==> config.mk <==
export PLATFORM = sky130hd
export DESIGN_NAME = i2c_master_byte_engine
export DESIGN_NICKNAME = d
export VERILOG_FILES = /design/src/rtl/core/i2cm_pkg.sv /design/src/rtl/core/i2c_master_byte_engine.sv /design/src/rtl/core/i2cm_cfg.sv /design/src/rtl/core/i2cm_step.sv
export VERILOG_INCLUDE_DIRS = /design/src /design/src/rtl/core
export SDC_FILE = /design/constraint.sdc
export NUM_CORES = 1
export LEC_CHECK = 0
export BUFFER_PORTS_ARGS = -buffer_cell sky130_fd_sc_hd__buf_4
export CORE_MARGIN = 4
export CORE_UTILIZATION = 40
export CTS_CLUSTER_SIZE = 25
export DETAILED_ROUTE_END_ITERATION = 8
export PLACE_DENSITY = 0.66
export SLEW_MARGIN = 30
export SYNTH_ARGS = -nofsm -noshare
export SYNTH_HDL_FRONTEND = slang
export SYNTH_SLANG_ARGS = --single-unit
==> constraint.sdc <==
create_clock -name i_clk -period 11.35 [get_ports i_clk]
set_input_delay 3.405 -clock i_clk [delete_from_list [all_inputs] [get_ports i_clk]]
set_output_delay 3.405 -clock i_clk [all_outputs]
set_load 0.1 [all_outputs]
==> src/rtl/core/assert_macros.svh <==
// ----------------------------------------------------------------------------
// assert_macros.svh
// concurrent assertion helpers, compiled out for synthesis
// ----------------------------------------------------------------------------
`ifndef ASSERT_MACROS_SVH
`define ASSERT_MACROS_SVH

`ifndef SYNTHESIS

// property checked on every clock edge outside reset
`define ASSERT_ALWAYS(lbl, clk, rst_n, prop, msg) \
    lbl: assert property (@(posedge clk) disable iff (!(rst_n)) (prop)) else $error(msg);

// consequence must hold in the cycle after the trigger
`define ASSERT_NEXT(lbl, clk, rst_n, trig, cons, msg) \
    lbl: assert property (@(posedge clk) disable iff (!(rst_n)) (trig) |=> (cons)) \
        else $error(msg);

`else

`define ASSERT_ALWAYS(lbl, clk, rst_n, prop, msg)
`define ASSERT_NEXT(lbl, clk, rst_n, trig, cons, msg)

`endif

`endif

==> src/rtl/core/i2cm_pkg.sv <==
// ----------------------------------------------------------------------------
// i2cm_pkg
// types, register codes and phase codes of the i2c master byte engine
// ----------------------------------------------------------------------------
`timescale 1ns / 1ps

package i2cm_pkg;

    // configuration register indexes
    localparam logic [1:0] CFG_HALF_PERIOD = 2'd0;
    localparam logic [1:0] CFG_ACK_TIMEOUT = 2'd1;

    localparam logic [15:0] HALF_PERIOD_RESET = 16'd20;
    localparam logic [7:0]  ACK_TIMEOUT_RESET = 8'd250;

    // command opcodes
    localparam logic [1:0] OP_START = 2'd0;
    localparam logic [1:0] OP_STOP  = 2'd1;
    localparam logic [1:0] OP_WRITE = 2'd2;
    localparam logic [1:0] OP_READ  = 2'd3;

    // engine phases
    localparam logic [3:0] PH_IDLE       = 4'd0;
    localparam logic [3:0] PH_START_A    = 4'd1;
    localparam logic [3:0] PH_START_B    = 4'd2;
    localparam logic [3:0] PH_STOP_A     = 4'd3;
    localparam logic [3:0] PH_STOP_B     = 4'd4;
    localparam logic [3:0] PH_WR_SETUP   = 4'd5;
    localparam logic [3:0] PH_WR_HIGH    = 4'd6;
    localparam logic [3:0] PH_WR_LOW     = 4'd7;
    localparam logic [3:0] PH_ACK_SETTLE = 4'd8;
    localparam logic [3:0] PH_ACK_RISE   = 4'd9;
    localparam logic [3:0] PH_ACK_POLL   = 4'd10;
    localparam logic [3:0] PH_RD_LOW     = 4'd11;
    localparam logic [3:0] PH_RD_HIGH    = 4'd12;
    localparam logic [3:0] PH_RA_SETUP   = 4'd13;
    localparam logic [3:0] PH_RA_HIGH    = 4'd14;

    localparam logic [3:0] BITS_PER_BYTE = 4'd8;

    typedef struct packed {
        logic       cmd_valid;
        logic [1:0] opcode;
        logic [7:0] tx_byte;
        logic       send_ack;
        logic       sda_in;
    } t_in_word;

    typedef struct packed {
        logic       scl_out;
        logic       sda_out;
        logic       sda_oe;
        logic       busy_res;
        logic       done_res;
        logic [7:0] rx_byte;
        logic       ack_error;
    } t_out_word;

    typedef struct packed {
        logic [3:0]  phase;
        logic [3:0]  bit_count;
        logic [15:0] delay_count;
        logic [7:0]  shift_reg;
        logic [7:0]  poll_count;
        logic        scl;
        logic        sda;
        logic        oe;
        logic        ack_choice;
        logic        error_flag;
        logic [7:0]  rx_hold;
    } t_state;

    typedef struct packed {
        logic [15:0] half_period;
        logic [7:0]  ack_timeout;
    } t_cfg;

    localparam t_state STATE_RESET = '{
        phase:       PH_IDLE,
        bit_count:   4'd0,
        delay_count: 16'd0,
        shift_reg:   8'd0,
        poll_count:  8'd0,
        scl:         1'b1,
        sda:         1'b1,
        oe:          1'b1,
        ack_choice:  1'b0,
        error_flag:  1'b0,
        rx_hold:     8'd0
    };

endpackage

==> src/rtl/core/i2c_master_byte_engine.sv <==
// ----------------------------------------------------------------------------
// i2c_master_byte_engine
// i2c master that runs start, stop, write byte and read byte commands
// ----------------------------------------------------------------------------
// usage:
//   each input word is one engine tick: command fields plus the sampled sda
//   level. each accepted word yields exactly one output word with the bus
//   drive levels, busy, a one-tick done pulse, the last received byte and
//   the acknowledge error flag after that tick.
//   channels use valid / stall; a word moves when valid is high and stall
//   is low. config writes (index 0 half period, index 1 ack timeout) use
//   valid / ready, ready is always high; write only while the engine idles.
//   path: an accepted word sits in the input register and is moved through
//   the step logic into the result register once that register is free.
//   throughput: one word per clock while output stall is low; the state update
//   for a tick is a single pass through the step logic between the two registers.
//   output stall: the result register holds, the input register fills, and
//   input stall rises only once both are occupied.
//   reset: engine idle, scl and sda high and driven, half period 20 ticks,
//   ack timeout 250 polls, both pipeline registers empty.
// ----------------------------------------------------------------------------
`timescale 1ns / 1ps
`include "assert_macros.svh"

module i2c_master_byte_engine
    import i2cm_pkg::*;
(
    input  logic        i_clk,
    input  logic        i_rst_n,
    input  logic        i_in_valid,
    output logic        o_in_stall,
    input  t_in_word    i_in_data,
    output logic        o_out_valid,
    input  logic        i_out_stall,
    output t_out_word   o_out_data,
    input  logic        i_cfg_valid,
    output logic        o_cfg_ready,
    input  logic [1:0]  i_cfg_index,
    input  logic [15:0] i_cfg_data
);

    t_cfg      w_cfg;
    t_state    r_state;
    t_state    n_state;
    t_out_word n_out;
    t_in_word  r_in;
    logic      r_in_valid;
    t_out_word r_out;
    logic      r_out_valid;
    logic      w_out_free;
    logic      w_adv;
    logic      w_in_take;

    assign o_cfg_ready = 1'b1;

    i2cm_cfg u_cfg (
        .i_clk   (i_clk),
        .i_rst_n (i_rst_n),
        .i_wr_en (i_cfg_valid),
        .i_index (i_cfg_index),
        .i_data  (i_cfg_data),
        .o_cfg   (w_cfg)
    );

    i2cm_step u_step (
        .i_cur  (r_state),
        .i_word (r_in),
        .i_cfg  (w_cfg),
        .o_nxt  (n_state),
        .o_word (n_out)
    );

    // result register frees when empty or being taken this cycle
    assign w_out_free = !r_out_valid || !i_out_stall;
    assign w_adv      = r_in_valid && w_out_free;
    assign o_in_stall = r_in_valid && !w_out_free;
    assign w_in_take  = i_in_valid && !o_in_stall;

    always_ff @(posedge i_clk) begin
        if (!i_rst_n) begin
            r_in_valid  <= 1'b0;
            r_out_valid <= 1'b0;
            r_state     <= STATE_RESET;
        end else begin
            if (w_in_take) begin
                r_in_valid <= 1'b1;
            end else if (w_adv) begin
                r_in_valid <= 1'b0;
            end
            if (w_adv) begin
                r_out_valid <= 1'b1;
                r_state     <= n_state;
            end else if (!i_out_stall) begin
                r_out_valid <= 1'b0;
            end
        end
    end

    always_ff @(posedge i_clk) begin
        if (w_in_take) begin
            r_in <= i_in_data;
        end
        if (w_adv) begin
            r_out <= n_out;
        end
    end

    assign o_out_valid = r_out_valid;
    assign o_out_data  = r_out;

    `ASSERT_ALWAYS(a_done_ends_busy, i_clk, i_rst_n,
        !(o_out_valid && o_out_data.done_res && o_out_data.busy_res), "done word still busy")
    `ASSERT_ALWAYS(a_released_sda_high, i_clk, i_rst_n,
        !(o_out_valid && !o_out_data.sda_oe && !o_out_data.sda_out),
        "released sda reported low")
    `ASSERT_ALWAYS(a_poll_lines, i_clk, i_rst_n,
        (r_state.phase != PH_ACK_POLL) || (r_state.scl && !r_state.oe),
        "ack poll without scl high and sda released")
    `ASSERT_NEXT(a_write_clears_err, i_clk, i_rst_n,
        w_adv && r_in.cmd_valid && (r_in.opcode == OP_WRITE) && (r_state.phase == PH_IDLE),
        !r_state.error_flag && (r_state.phase == PH_WR_SETUP),
        "write command did not clear error")

endmodule

==> src/rtl/core/i2cm_cfg.sv <==
// ----------------------------------------------------------------------------
// i2cm_cfg
// configuration registers: scl half period and acknowledge timeout
// ----------------------------------------------------------------------------
`timescale 1ns / 1ps

module i2cm_cfg
    import i2cm_pkg::*;
(
    input  logic        i_clk,
    input  logic        i_rst_n,
    input  logic        i_wr_en,
    input  logic [1:0]  i_index,
    input  logic [15:0] i_data,
    output t_cfg        o_cfg
);

    t_cfg r_cfg;

    always_ff @(posedge i_clk) begin
        if (!i_rst_n) begin
            r_cfg.half_period <= HALF_PERIOD_RESET;
            r_cfg.ack_timeout <= ACK_TIMEOUT_RESET;
        end else if (i_wr_en) begin
            unique case (i_index)
                CFG_HALF_PERIOD: r_cfg.half_period <= i_data;
                CFG_ACK_TIMEOUT: r_cfg.ack_timeout <= i_data[7:0];
                default: ;
            endcase
        end
    end

    assign o_cfg = r_cfg;

endmodule

==> src/rtl/core/i2cm_step.sv <==
// ----------------------------------------------------------------------------
// i2cm_step
// one tick of the bus engine: next state and result word
// ----------------------------------------------------------------------------
`timescale 1ns / 1ps

module i2cm_step
    import i2cm_pkg::*;
(
    input  t_state    i_cur,
    input  t_in_word  i_word,
    input  t_cfg      i_cfg,
    output t_state    o_nxt,
    output t_out_word o_word
);

    // move to a phase, restart the delay and set the line levels
    function automatic t_state f_enter(t_state s, logic [3:0] ph,
                                       logic scl, logic sda, logic oe);
        t_state r;
        r             = s;
        r.phase       = ph;
        r.delay_count = 16'd0;
        r.scl         = scl;
        r.oe          = oe;
        r.sda         = oe ? sda : 1'b1;
        return r;
    endfunction

    logic [15:0] w_half;
    logic [15:0] w_delay_inc;
    logic        w_delay_end;
    logic [3:0]  w_bits_inc;
    logic [7:0]  w_shift_wr;
    logic        w_done;
    t_state      w_nxt;

    // a zero half period behaves as one tick
    assign w_half      = (i_cfg.half_period == 16'd0) ? 16'd1 : i_cfg.half_period;
    assign w_delay_inc = i_cur.delay_count + 16'd1;
    assign w_delay_end = (w_delay_inc >= w_half);
    assign w_bits_inc  = i_cur.bit_count + 4'd1;
    assign w_shift_wr  = {i_cur.shift_reg[6:0], 1'b0};

    always_comb begin
        w_nxt  = i_cur;
        w_done = 1'b0;
        if (i_cur.phase == PH_IDLE) begin
            if (i_word.cmd_valid) begin
                unique case (i_word.opcode)
                    OP_START: w_nxt = f_enter(i_cur, PH_START_A, 1'b1, 1'b1, 1'b1);
                    OP_STOP:  w_nxt = f_enter(i_cur, PH_STOP_A, 1'b0, 1'b0, 1'b1);
                    OP_WRITE: begin
                        w_nxt            = f_enter(i_cur, PH_WR_SETUP, 1'b0,
                                                   i_word.tx_byte[7], 1'b1);
                        w_nxt.error_flag = 1'b0;
                        w_nxt.shift_reg  = i_word.tx_byte;
                        w_nxt.bit_count  = 4'd0;
                    end
                    default: begin
                        w_nxt            = f_enter(i_cur, PH_RD_LOW, 1'b0, 1'b1, 1'b0);
                        w_nxt.shift_reg  = 8'd0;
                        w_nxt.bit_count  = 4'd0;
                        w_nxt.ack_choice = i_word.send_ack;
                    end
                endcase
            end
        end else if (i_cur.phase == PH_ACK_POLL) begin
            if (!i_word.sda_in) begin
                w_nxt  = f_enter(i_cur, PH_IDLE, 1'b0, 1'b1, 1'b0);
                w_done = 1'b1;
            end else if (i_cur.poll_count >= i_cfg.ack_timeout) begin
                w_nxt            = f_enter(i_cur, PH_STOP_A, 1'b0, 1'b0, 1'b1);
                w_nxt.error_flag = 1'b1;
            end else begin
                w_nxt.poll_count = i_cur.poll_count + 8'd1;
            end
        end else begin
            w_nxt.delay_count = w_delay_inc;
            if (w_delay_end) begin
                unique case (i_cur.phase)
                    PH_START_A: w_nxt = f_enter(i_cur, PH_START_B, 1'b1, 1'b0, 1'b1);
                    PH_START_B: begin
                        w_nxt  = f_enter(i_cur, PH_IDLE, 1'b0, 1'b0, 1'b1);
                        w_done = 1'b1;
                    end
                    PH_STOP_A: w_nxt = f_enter(i_cur, PH_STOP_B, 1'b1, 1'b1, 1'b1);
                    PH_STOP_B: begin
                        w_nxt  = f_enter(i_cur, PH_IDLE, 1'b1, 1'b1, 1'b1);
                        w_done = 1'b1;
                    end
                    PH_WR_SETUP: w_nxt = f_enter(i_cur, PH_WR_HIGH, 1'b1, i_cur.sda, 1'b1);
                    PH_WR_HIGH:  w_nxt = f_enter(i_cur, PH_WR_LOW, 1'b0, i_cur.sda, 1'b1);
                    PH_WR_LOW: begin
                        if (w_bits_inc < BITS_PER_BYTE) begin
                            w_nxt = f_enter(i_cur, PH_WR_SETUP, 1'b0, w_shift_wr[7], 1'b1);
                        end else begin
                            w_nxt = f_enter(i_cur, PH_ACK_SETTLE, 1'b0, 1'b1, 1'b0);
                        end
                        w_nxt.bit_count = w_bits_inc;
                        w_nxt.shift_reg = w_shift_wr;
                    end
                    PH_ACK_SETTLE: w_nxt = f_enter(i_cur, PH_ACK_RISE, 1'b1, 1'b1, 1'b0);
                    PH_ACK_RISE: begin
                        w_nxt            = f_enter(i_cur, PH_ACK_POLL, 1'b1, 1'b1, 1'b0);
                        w_nxt.poll_count = 8'd0;
                    end
                    PH_RD_LOW: begin
                        w_nxt           = f_enter(i_cur, PH_RD_HIGH, 1'b1, 1'b1, 1'b0);
                        w_nxt.shift_reg = {i_cur.shift_reg[6:0], i_word.sda_in};
                    end
                    PH_RD_HIGH: begin
                        if (w_bits_inc < BITS_PER_BYTE) begin
                            w_nxt = f_enter(i_cur, PH_RD_LOW, 1'b0, 1'b1, 1'b0);
                        end else begin
                            w_nxt = f_enter(i_cur, PH_RA_SETUP, 1'b0,
                                            ~i_cur.ack_choice, 1'b1);
                            w_nxt.rx_hold = i_cur.shift_reg;
                        end
                        w_nxt.bit_count = w_bits_inc;
                    end
                    PH_RA_SETUP: w_nxt = f_enter(i_cur, PH_RA_HIGH, 1'b1, i_cur.sda, 1'b1);
                    PH_RA_HIGH: begin
                        w_nxt  = f_enter(i_cur, PH_IDLE, 1'b0, i_cur.sda, 1'b1);
                        w_done = 1'b1;
                    end
                    // unused phase code falls back to idle with lines held
                    default: w_nxt = f_enter(i_cur, PH_IDLE, i_cur.scl, i_cur.sda, i_cur.oe);
                endcase
            end
        end
    end

    assign o_nxt = w_nxt;

    assign o_word.scl_out   = w_nxt.scl;
    assign o_word.sda_out   = w_nxt.sda;
    assign o_word.sda_oe    = w_nxt.oe;
    assign o_word.busy_res  = (w_nxt.phase != PH_IDLE);
    assign o_word.done_res  = w_done;
    assign o_word.rx_byte   = w_nxt.rx_hold;
    assign o_word.ack_error = w_nxt.error_flag;

endmodule

==> impl_summary.md, run 1 <==
Clock tree
The number of setup buffers added after CTS is 0. CTS placed an instance of clkbuf_16 at the clock tree root. The number of resized instances in the post-cts repair step is 0.

The number of buffers created by CTS is 9. CTS built an H-tree with a depth of 3. Buffers inserted to repair hold after CTS numbered 0.

After clock tree synthesis, the clock-pin slew on the worst setup and hold paths is around 0.070 ns. The clock reaches the later pin of the worst-skew pair after 0.36 ns. TritonCTS built the clock tree. The maximum count of clock buffers along a single path is 2. Counting every sink on the clock net gives between 100 and 150.

Synth
In this run the cell area of the synthesized design comes to about 0.0058 sq mm. The share of the Yosys chip area taken by registers is 0.413. After synthesis, the cell types taking the most area are dfxtp_1 (27%), edfxtp_1 (14%), ha_1 (6.7%). The most used flip-flop cell after synthesis is dfxtp_1. The synthesized design spends more area on one cell type than any other, namely dfxtp_1.

After synthesis the netlist holds a flip-flop and latch count of approximately 110. The mean cell area of the mapped netlist is between 8 and 9 sq um. The number of different library cells used by synthesis comes to 68. The share of synthesized area in the top cell type comes to 0.273. In this run, synthesis inferred 27 flip-flops with an integrated enable. The number of warnings reported in the yosys synthesis log is 0. Synthesis produced a netlist with a net count of between 700 and 800. Counting every instance in the synthesized netlist gives about 660. In the synthesized netlist the async set-or-reset flop fraction comes to 0.

Drt
In the routed layout, each cell is associated on average with a via count of 5.74. The DRC violation count after routing is 0. The pre-antenna-repair detailed-routing pass consisted of 5 iterations.

The number of DRC violations after detailed-routing iteration 0 is just over 400. After detailed routing, the total wire length is 14.4 mm. The count of antenna-violating nets left after detailed routing is 0.

For this block, the via count after detailed routing is about 5000. After detailed routing, the average wire length per cell comes to around 16 um.

Critical path
On the worst path, the slowest cell contributes a delay of roughly 0.31 ns. In this design, the critical path's most frequently occurring cell is buf_4. The sort of element at the end of the critical path is an output pin. The kind of cell with the highest combined delay on the critical path is buffers and inverters. The critical path is of the input port to output pin type. STA classifies the critical path startpoint as an input port. The reg-to-reg setup timing slack is approximately 6.4 ns. The critical path goes through buf_4, and3_1, buf_4. The buffering stage count on the worst path with inverters included is 2. For the worst setup path, the data arrival time is roughly 4.0 ns. In this run the critical register-to-register path is launched from r_state[29].

The reg-to-reg endpoint is o_out_data[10]. The cell at the slowest stage of the critical path is buf_4. Along the worst path, the maximum fanout reaches 3. The data required time at the worst endpoint is 7.95 ns.

The number of cells on the worst reg-to-reg path is 14.

Power
The static leakage is 2.50 nW. The maximum vdd ir drop is 0.0847 mV. The power per cell area is ~130 mW/mm^2.

Status
The flow ran to the end, and the final reports show no timing, DRC or antenna violations.

Final layout
The number of inserted diodes is 0. The top cell types in the final layout, fill and taps aside, are nand2_1 (83), dfxtp_1 (79), a21oi_1 (59). The growth of design area from synthesis to finish is 12.9%. The most common cell after layout, fill and taps aside is nand2_1. The layout has 1372 filler cells. After routing the design area is 0.00653 sq mm. Excluding fillers, the count of instances in the completed layout stands at between 800 and 900.

In the final layout, the share of cells above drive strength 1 is 0.135. At the end of the flow the core is filled with cells to 0.465. At the end of the flow, the number of nets in the layout was between 700 and 800.

Die
The initial utilization of the core area, before any placement, comes to 0.412. The die width is ~130 um. The die covers around 0.016 sq mm. The number of I/O pins is 53. The number of placement rows is 43.

The die outline height is 128 um. After floorplanning, the core was sized to cover roughly 0.014 sq mm.

Hold path
The min-delay analysis places its worst path in the category flop to flop. For hold timing, the worst endpoint is u_cfg.o_cfg[23]. The worst hold path passes through 2 cells. The startpoint identified for the worst hold timing path is u_cfg.o_cfg[23].

Timing
Measured against its own limit, the worst slew margin works out to 0.397. The final number of hold-violating endpoints is 0. The final critical path time including I/O delays and setup is 7.43 ns. In the final timing run, aggregate negative setup slack is 0 ns. Setup repair after global routing left no endpoint under its margin. The portion of the clock cycle consumed by the worst path in the final layout is 0.655.

For the final database, setup skew stands at between 0.01 and 0.015 ns. The highest attainable clock frequency is roughly 130 MHz. The number of pins with negative max-slew slack in the final report is 0. The transition time of the tightest slew-check pin is around 0.9 ns. Setup violations remaining at the end of the flow were counted as 0.

Global route
Entering global routing, the biggest net connects 55 pins. The first global-routing pass estimated between 20 and 25 mm of wire. Across every metal layer, demand over resource in global routing totals 0.176. The initial antenna violation count is 0. The total overflow left after global routing is 0. The number of global-route vias before repair was a little under 5000.

Place
In this run the cell area measured after placement is slightly above 0.006 sq mm. The total placed cells including tap cells is around 860. The final weighted congestion in routability-driven placement is a little over 0.9. The detailed placer's ending HPWL is between 9 and 10 mm. The number of input and output port buffers inserted is 51.

Run
Across the run, the number of max-cap violations was 0.
[cells in the mapped netlist, types with 3 or more instances]
master and number:
a211oi_1 6, a21bo_2 3, a21oi_1 59, a22oi_1 3, a31oi_1 3, a32oi_1 10, and3_1 11, buf_1 3
buf_2 10, buf_4 3, clkbuf_1 19, dfxtp_1 79, edfxtp_1 27, ha_1 31, inv_1 28, mux2_2 9
mux2i_1 12, nand2_1 83, nand3_1 25, nand3b_1 11, nand4_1 5, nor2_1 56, nor2b_1 4, nor3_1 17
nor3b_1 4, nor4_1 7, o2111ai_1 4, o211ai_1 17, o21a_1 5, o21ai_0 42, o31ai_1 3, xnor2_1 6
xor2_1 14
[how the worst max path moves through the flow]
stage,startpoint,endpoint,slack (ns),cells after the start
global route,i_out_stall,o_in_stall,3.87,3
floorplan,i_out_stall,o_in_stall,3.73,1
global placement,i_out_stall,o_in_stall,3.97,3
finish,i_out_stall,o_in_stall,3.92,3
detailed placement,i_out_stall,o_in_stall,3.93,3
CTS,i_out_stall,o_in_stall,3.93,3
[sequential cells by signal (all words and copies together) (netlist names)]
name,count
o_out_data,14
o_out_valid,1
r_in,13
r_in_valid,1
r_state,53
u_cfg.o_cfg,24
[report_power, final]
part           switching (mW)  leakage [nW]  internal [mW]
clock                   0.154         0.147          0.161
combinational          0.0719          1.46         0.0328
sequential             0.0126         0.893          0.400
[cell families after synthesis]
logic type      synth area share
flops                      0.413
compound gates             0.187
mux                       0.0383
buf+inv                   0.0523
other cells             0.000648
fa+ha+maj                 0.0670
simple gates               0.209
xor+xnor                  0.0331
[per-layer routing]
layer  global-route usage  vias to the layer above  share of wire
li1                     -                     2450              -
met4               0.0493                        0          0.014
met5                    0                        -              0
met3               0.0375                       18          0.057
met2                0.302                      152           0.49
met1                0.223                     2394           0.44
[area by class of cell]
class / instances / area, sq um / area share
Timing Repair Buffer: 52 / 390 / 0.0597
Sequential cell: 106 / 2390 / 0.366
Clock buffer: 10 / 239 / 0.0366
Clock inverter: 6 / 57.6 / 0.00881
Inverter: 32 / 121 / 0.0186
Multi-Input combinational cell: 488 / 3110 / 0.476
Tap cell: 180 / 225 / 0.0345
[per-stage QoR]
stage / setup slack, ns / hold WS [ns] / total power, mW
finish: 3.92 / 0.479 / 0.833
global route: 3.87 / 0.498 / 0.865
CTS: 3.93 / 0.479 / 0.839
detailed placement: 3.93 / 0.467 / 0.525
global placement: 3.97 / 0.458 / 0.522
floorplan: 3.73 / 0.436 / 0.495
[worst reg2reg max path: cells and delay by family (launching register included)]
family                     cells  cell delay (ns)
AOI/OAI and AO/OA              5             2.03
and+or+nand+nor                6             1.45
adders and majority gates      2             0.54
DFF                            1             0.44
xor gates and xnor gates       1             0.27
(Power assumes the default switching activity.)
==> run 2, diff against run 1 <==
==> constraint.sdc (replaced) <==
create_clock -name i_clk -period 7.1 [get_ports i_clk]
set_input_delay 2.13 -clock i_clk [delete_from_list [all_inputs] [get_ports i_clk]]
set_output_delay 2.13 -clock i_clk [all_outputs]
set_load 0.1 [all_outputs]
==> run 2 against run 1 <==
Compared with the run above: total power increased by 66%; hold slack got worse by 0.011 ns; utilization increased by 0.29 points; design area increased by 0.63%; combinational power increased by 59%; flip-flop and latch count unchanged; sequential share of layout area decreased by 0.23 points; via count decreased by 0.22%; setup slack got worse by 1.7 ns; largest power group unchanged; cell count increased by 0.11%; global-route usage decreased by 0.55 points; clock-buffer cell count increased by 1; critical path type unchanged.
==> impl_summary.md, run 2 (same netlist as run 1, synthesis figures left out) <==
Critical path
The critical path goes through buf_4, and3_1, buf_4. The worst reg2reg path startpoint is r_state[29]. The buffering stage count on the worst path with inverters included is 2 (unchanged). The top fanout value on the critical path is 3 (unchanged). Counting stages on the worst path, the most repeated cell is buf_4. In this run the worst setup path begins at i_out_stall. The worst setup path is captured at an output pin. The reg-to-reg setup timing slack came to 2.47 ns (-3.89 ns). The worst setup path is launched from an input port. The slowest stage of the critical path is the buf_4 cell. The delay of the slowest critical-path stage is 0.31 ns (about the same). Broken down by cell family, the worst path's largest delay share belongs to buffers and inverters.

The data arrival at the endpoint of the critical path is 2.75 ns (-1.28 ns). The category of the most critical setup path is input port to output pin. The data required time at the worst endpoint is 4.97 ns (-2.98 ns).

Final layout
The final instance count without filler cells is 875 (+0.11%). The number of nets in the layout is 757 (+0.13%). The number of flip-flops under the largest register name is 53 (unchanged). The number of inserted diodes is 0 (unchanged).

The library cells used most frequently in the layout, excluding fill and tap cells, are nand2_1 (83), dfxtp_1 (79), a21oi_1 (59). The register with the most flip-flops in the final layout is r_state. The growth of design area from synthesis to finish is 13.6%. The library cell used most frequently in the layout, excluding fill and tap cells, is nand2_1. The ratio of cells with drive above 1 in the final layout is 0.135 (-0.000195).

Drt
The detailed-route via count came to 5003 (-0.22%). The DRC violation count after routing came to 0 (unchanged). The count of antenna-violating nets left after detailed routing is 0 (unchanged).

The wire length reported by the detailed router is 14.0 mm (-2.2%). The average wire per cell in the routed design came to 16.0 um (-2.3%). The first-pass detailed-route iteration total is 5 (unchanged).

The per-cell via count in the routed design is 5.72 (-0.33%). The number of DRC violations after detailed-routing iteration 0 is 454 (+10%).

Timing
Setup repair after global routing left no endpoint under its margin. The number of pins with negative max-slew slack in the final report came to 0 (unchanged). The headroom to the max-slew limit is 0.396 (-0.00155). The final critical path time including I/O delays and setup is ~4.9 ns. The total negative slack is 0 ns (unchanged). The portion of the clock cycle consumed by the worst path in the final layout is 0.688. The number of setup violations in the final report is 0 (unchanged). The final number of hold-violating endpoints is 0 (unchanged).

The final worst setup slack is 2.22 ns (-1.70 ns). The transition time of the tightest slew-check pin is 0.905 ns (+0.00936 ns). Derived from the worst setup path, the maximum achievable clock frequency is between 200 and 250 MHz. The worst hold-check slack is 0.468 ns (-0.0110 ns). The clock tree skew after final layout is 0.0116 ns (+0.000952 ns).

Power
The static leakage is 2.52 nW (+0.63%). The net switching fraction of the power was 0.264 (-0.0229). The power per cell area was 210 mW/mm^2 (+65%). The internal power contribution came to 1.01 mW (+71%). The fraction of power consumed by combinational cells is 0.121 (-0.005).

The post-route total power is 1.38 mW (+66%). The part of the power in the clock network came to 0.400 (+0.022). The maximum vdd ir drop is 0.173 mV (+100%). The relative contribution of sequential cells to total power is 0.479 (-0.017).

The switching component of the power is 0.364 mW (+52%).

Global route
The pin count of the biggest net entering global routing is 55 (unchanged). The number of global-route vias before repair is 4654 (-5.6%). The initial antenna violation count is 0 (unchanged). The global-route congestion overflow total came to 0 (unchanged). The overall global routing resource usage was 0.170 (-0.00553). The wire length of the first global-routing pass is 22.9 mm (-3.5%).

Place
The detailed placer's ending HPWL came to 9.97 mm (-0.19%). The number of input and output port buffers inserted is 51 (unchanged). The worst slack at placement is 2.24 ns (-1.70 ns). The total placed cells including tap cells came to 859 (+0.12%). The final weighted congestion in routability-driven placement was 0.904 (-3.0%).

Die
The die outline height is 128 um (unchanged). The number of placement rows is 43 (unchanged). The die width came to 128 um (unchanged). The core area is 0.0140 sq mm (unchanged).

The starting density of the core came to 0.412 (unchanged). The number of I/O pins is 53 (unchanged). The die footprint is 0.0165 sq mm (unchanged).

Clock tree
The clock-pin slew on the worst setup and hold paths is 0.07 ns (about the same). The number of buffers created by CTS is 9 (unchanged). The clock root buffer is clkbuf_16. The H-tree depth is 3 (unchanged).

The clock latency at the later pin of the worst-skew pair was 0.36 ns (about the same). The number of resized instances in the post-cts repair step came to 0 (unchanged). The hold-fix buffer count after cts is 0 (unchanged). The post-CTS setup buffer count is 0 (unchanged).

The maximum count of clock buffers along a single path is 2 (unchanged). The number of sinks driven by the clock tree came to 106 (unchanged). The clock tree from TritonCTS is done.

Hold path
The startpoint identified for the worst hold timing path is u_cfg.o_cfg[2]. The worst min-delay path class is flop to flop.

Run
The max-capacitance violation count was 0 (unchanged).

Status
The run finished with clean final reports.
[run 2: cell type report]
type | instances | area (sq um)
fill | 1345 | 7470
multi-input combinational | 488 | 3110
sequential | 106 | 2390
timing repair buffer | 53 | 398
clock buffer | 11 | 243
tap | 180 | 225
inverter | 32 | 121
clock inverter | 5 | 87.6
[run 2: worst paths after layout]
check,endpoint,cells after the start
min,u_cfg.o_cfg[2],2
max,o_in_stall,3
max reg2reg,o_out_data[10],14
min reg2reg,u_cfg.o_cfg[2],2
[run 2: power groups by stage]
stage	registers, mW	logic, mW	clock network, mW
after floorplan	0.697	0.0947	0
after global placement	0.673	0.163	0
after detailed placement	0.673	0.166	0
after CTS	0.660	0.166	0.564
after global routing	0.663	0.183	0.592
final	0.660	0.167	0.552
[run 2: routing by layer]
metal	part of all wire	track usage	up-vias	routed length, um
met4	0.015	0.0387	0	217
met5	0	0	-	0
li1	-	-	2465	-
met3	0.057	0.0417	23	797
met2	0.48	0.286	163	6740
met1	0.45	0.222	2352	6280
[run 2: worst min-delay path, cell delays in order, from the launching register on]
cell	delay [ns]
dfxtp_1	0.32
nand2_1	0.05
a21oi_1	0.05
[run 2: per-stage QoR]
stage / utilization / cell area, sq um
6_report: 0.468 / 6580
4_1_cts: 0.468 / 6570
3_5_place_dp: 0.444 / 6230
2_1_floorplan: - / 5790
3_3_place_gp: 0.444 / 6230
5_1_grt: 0.468 / 6580
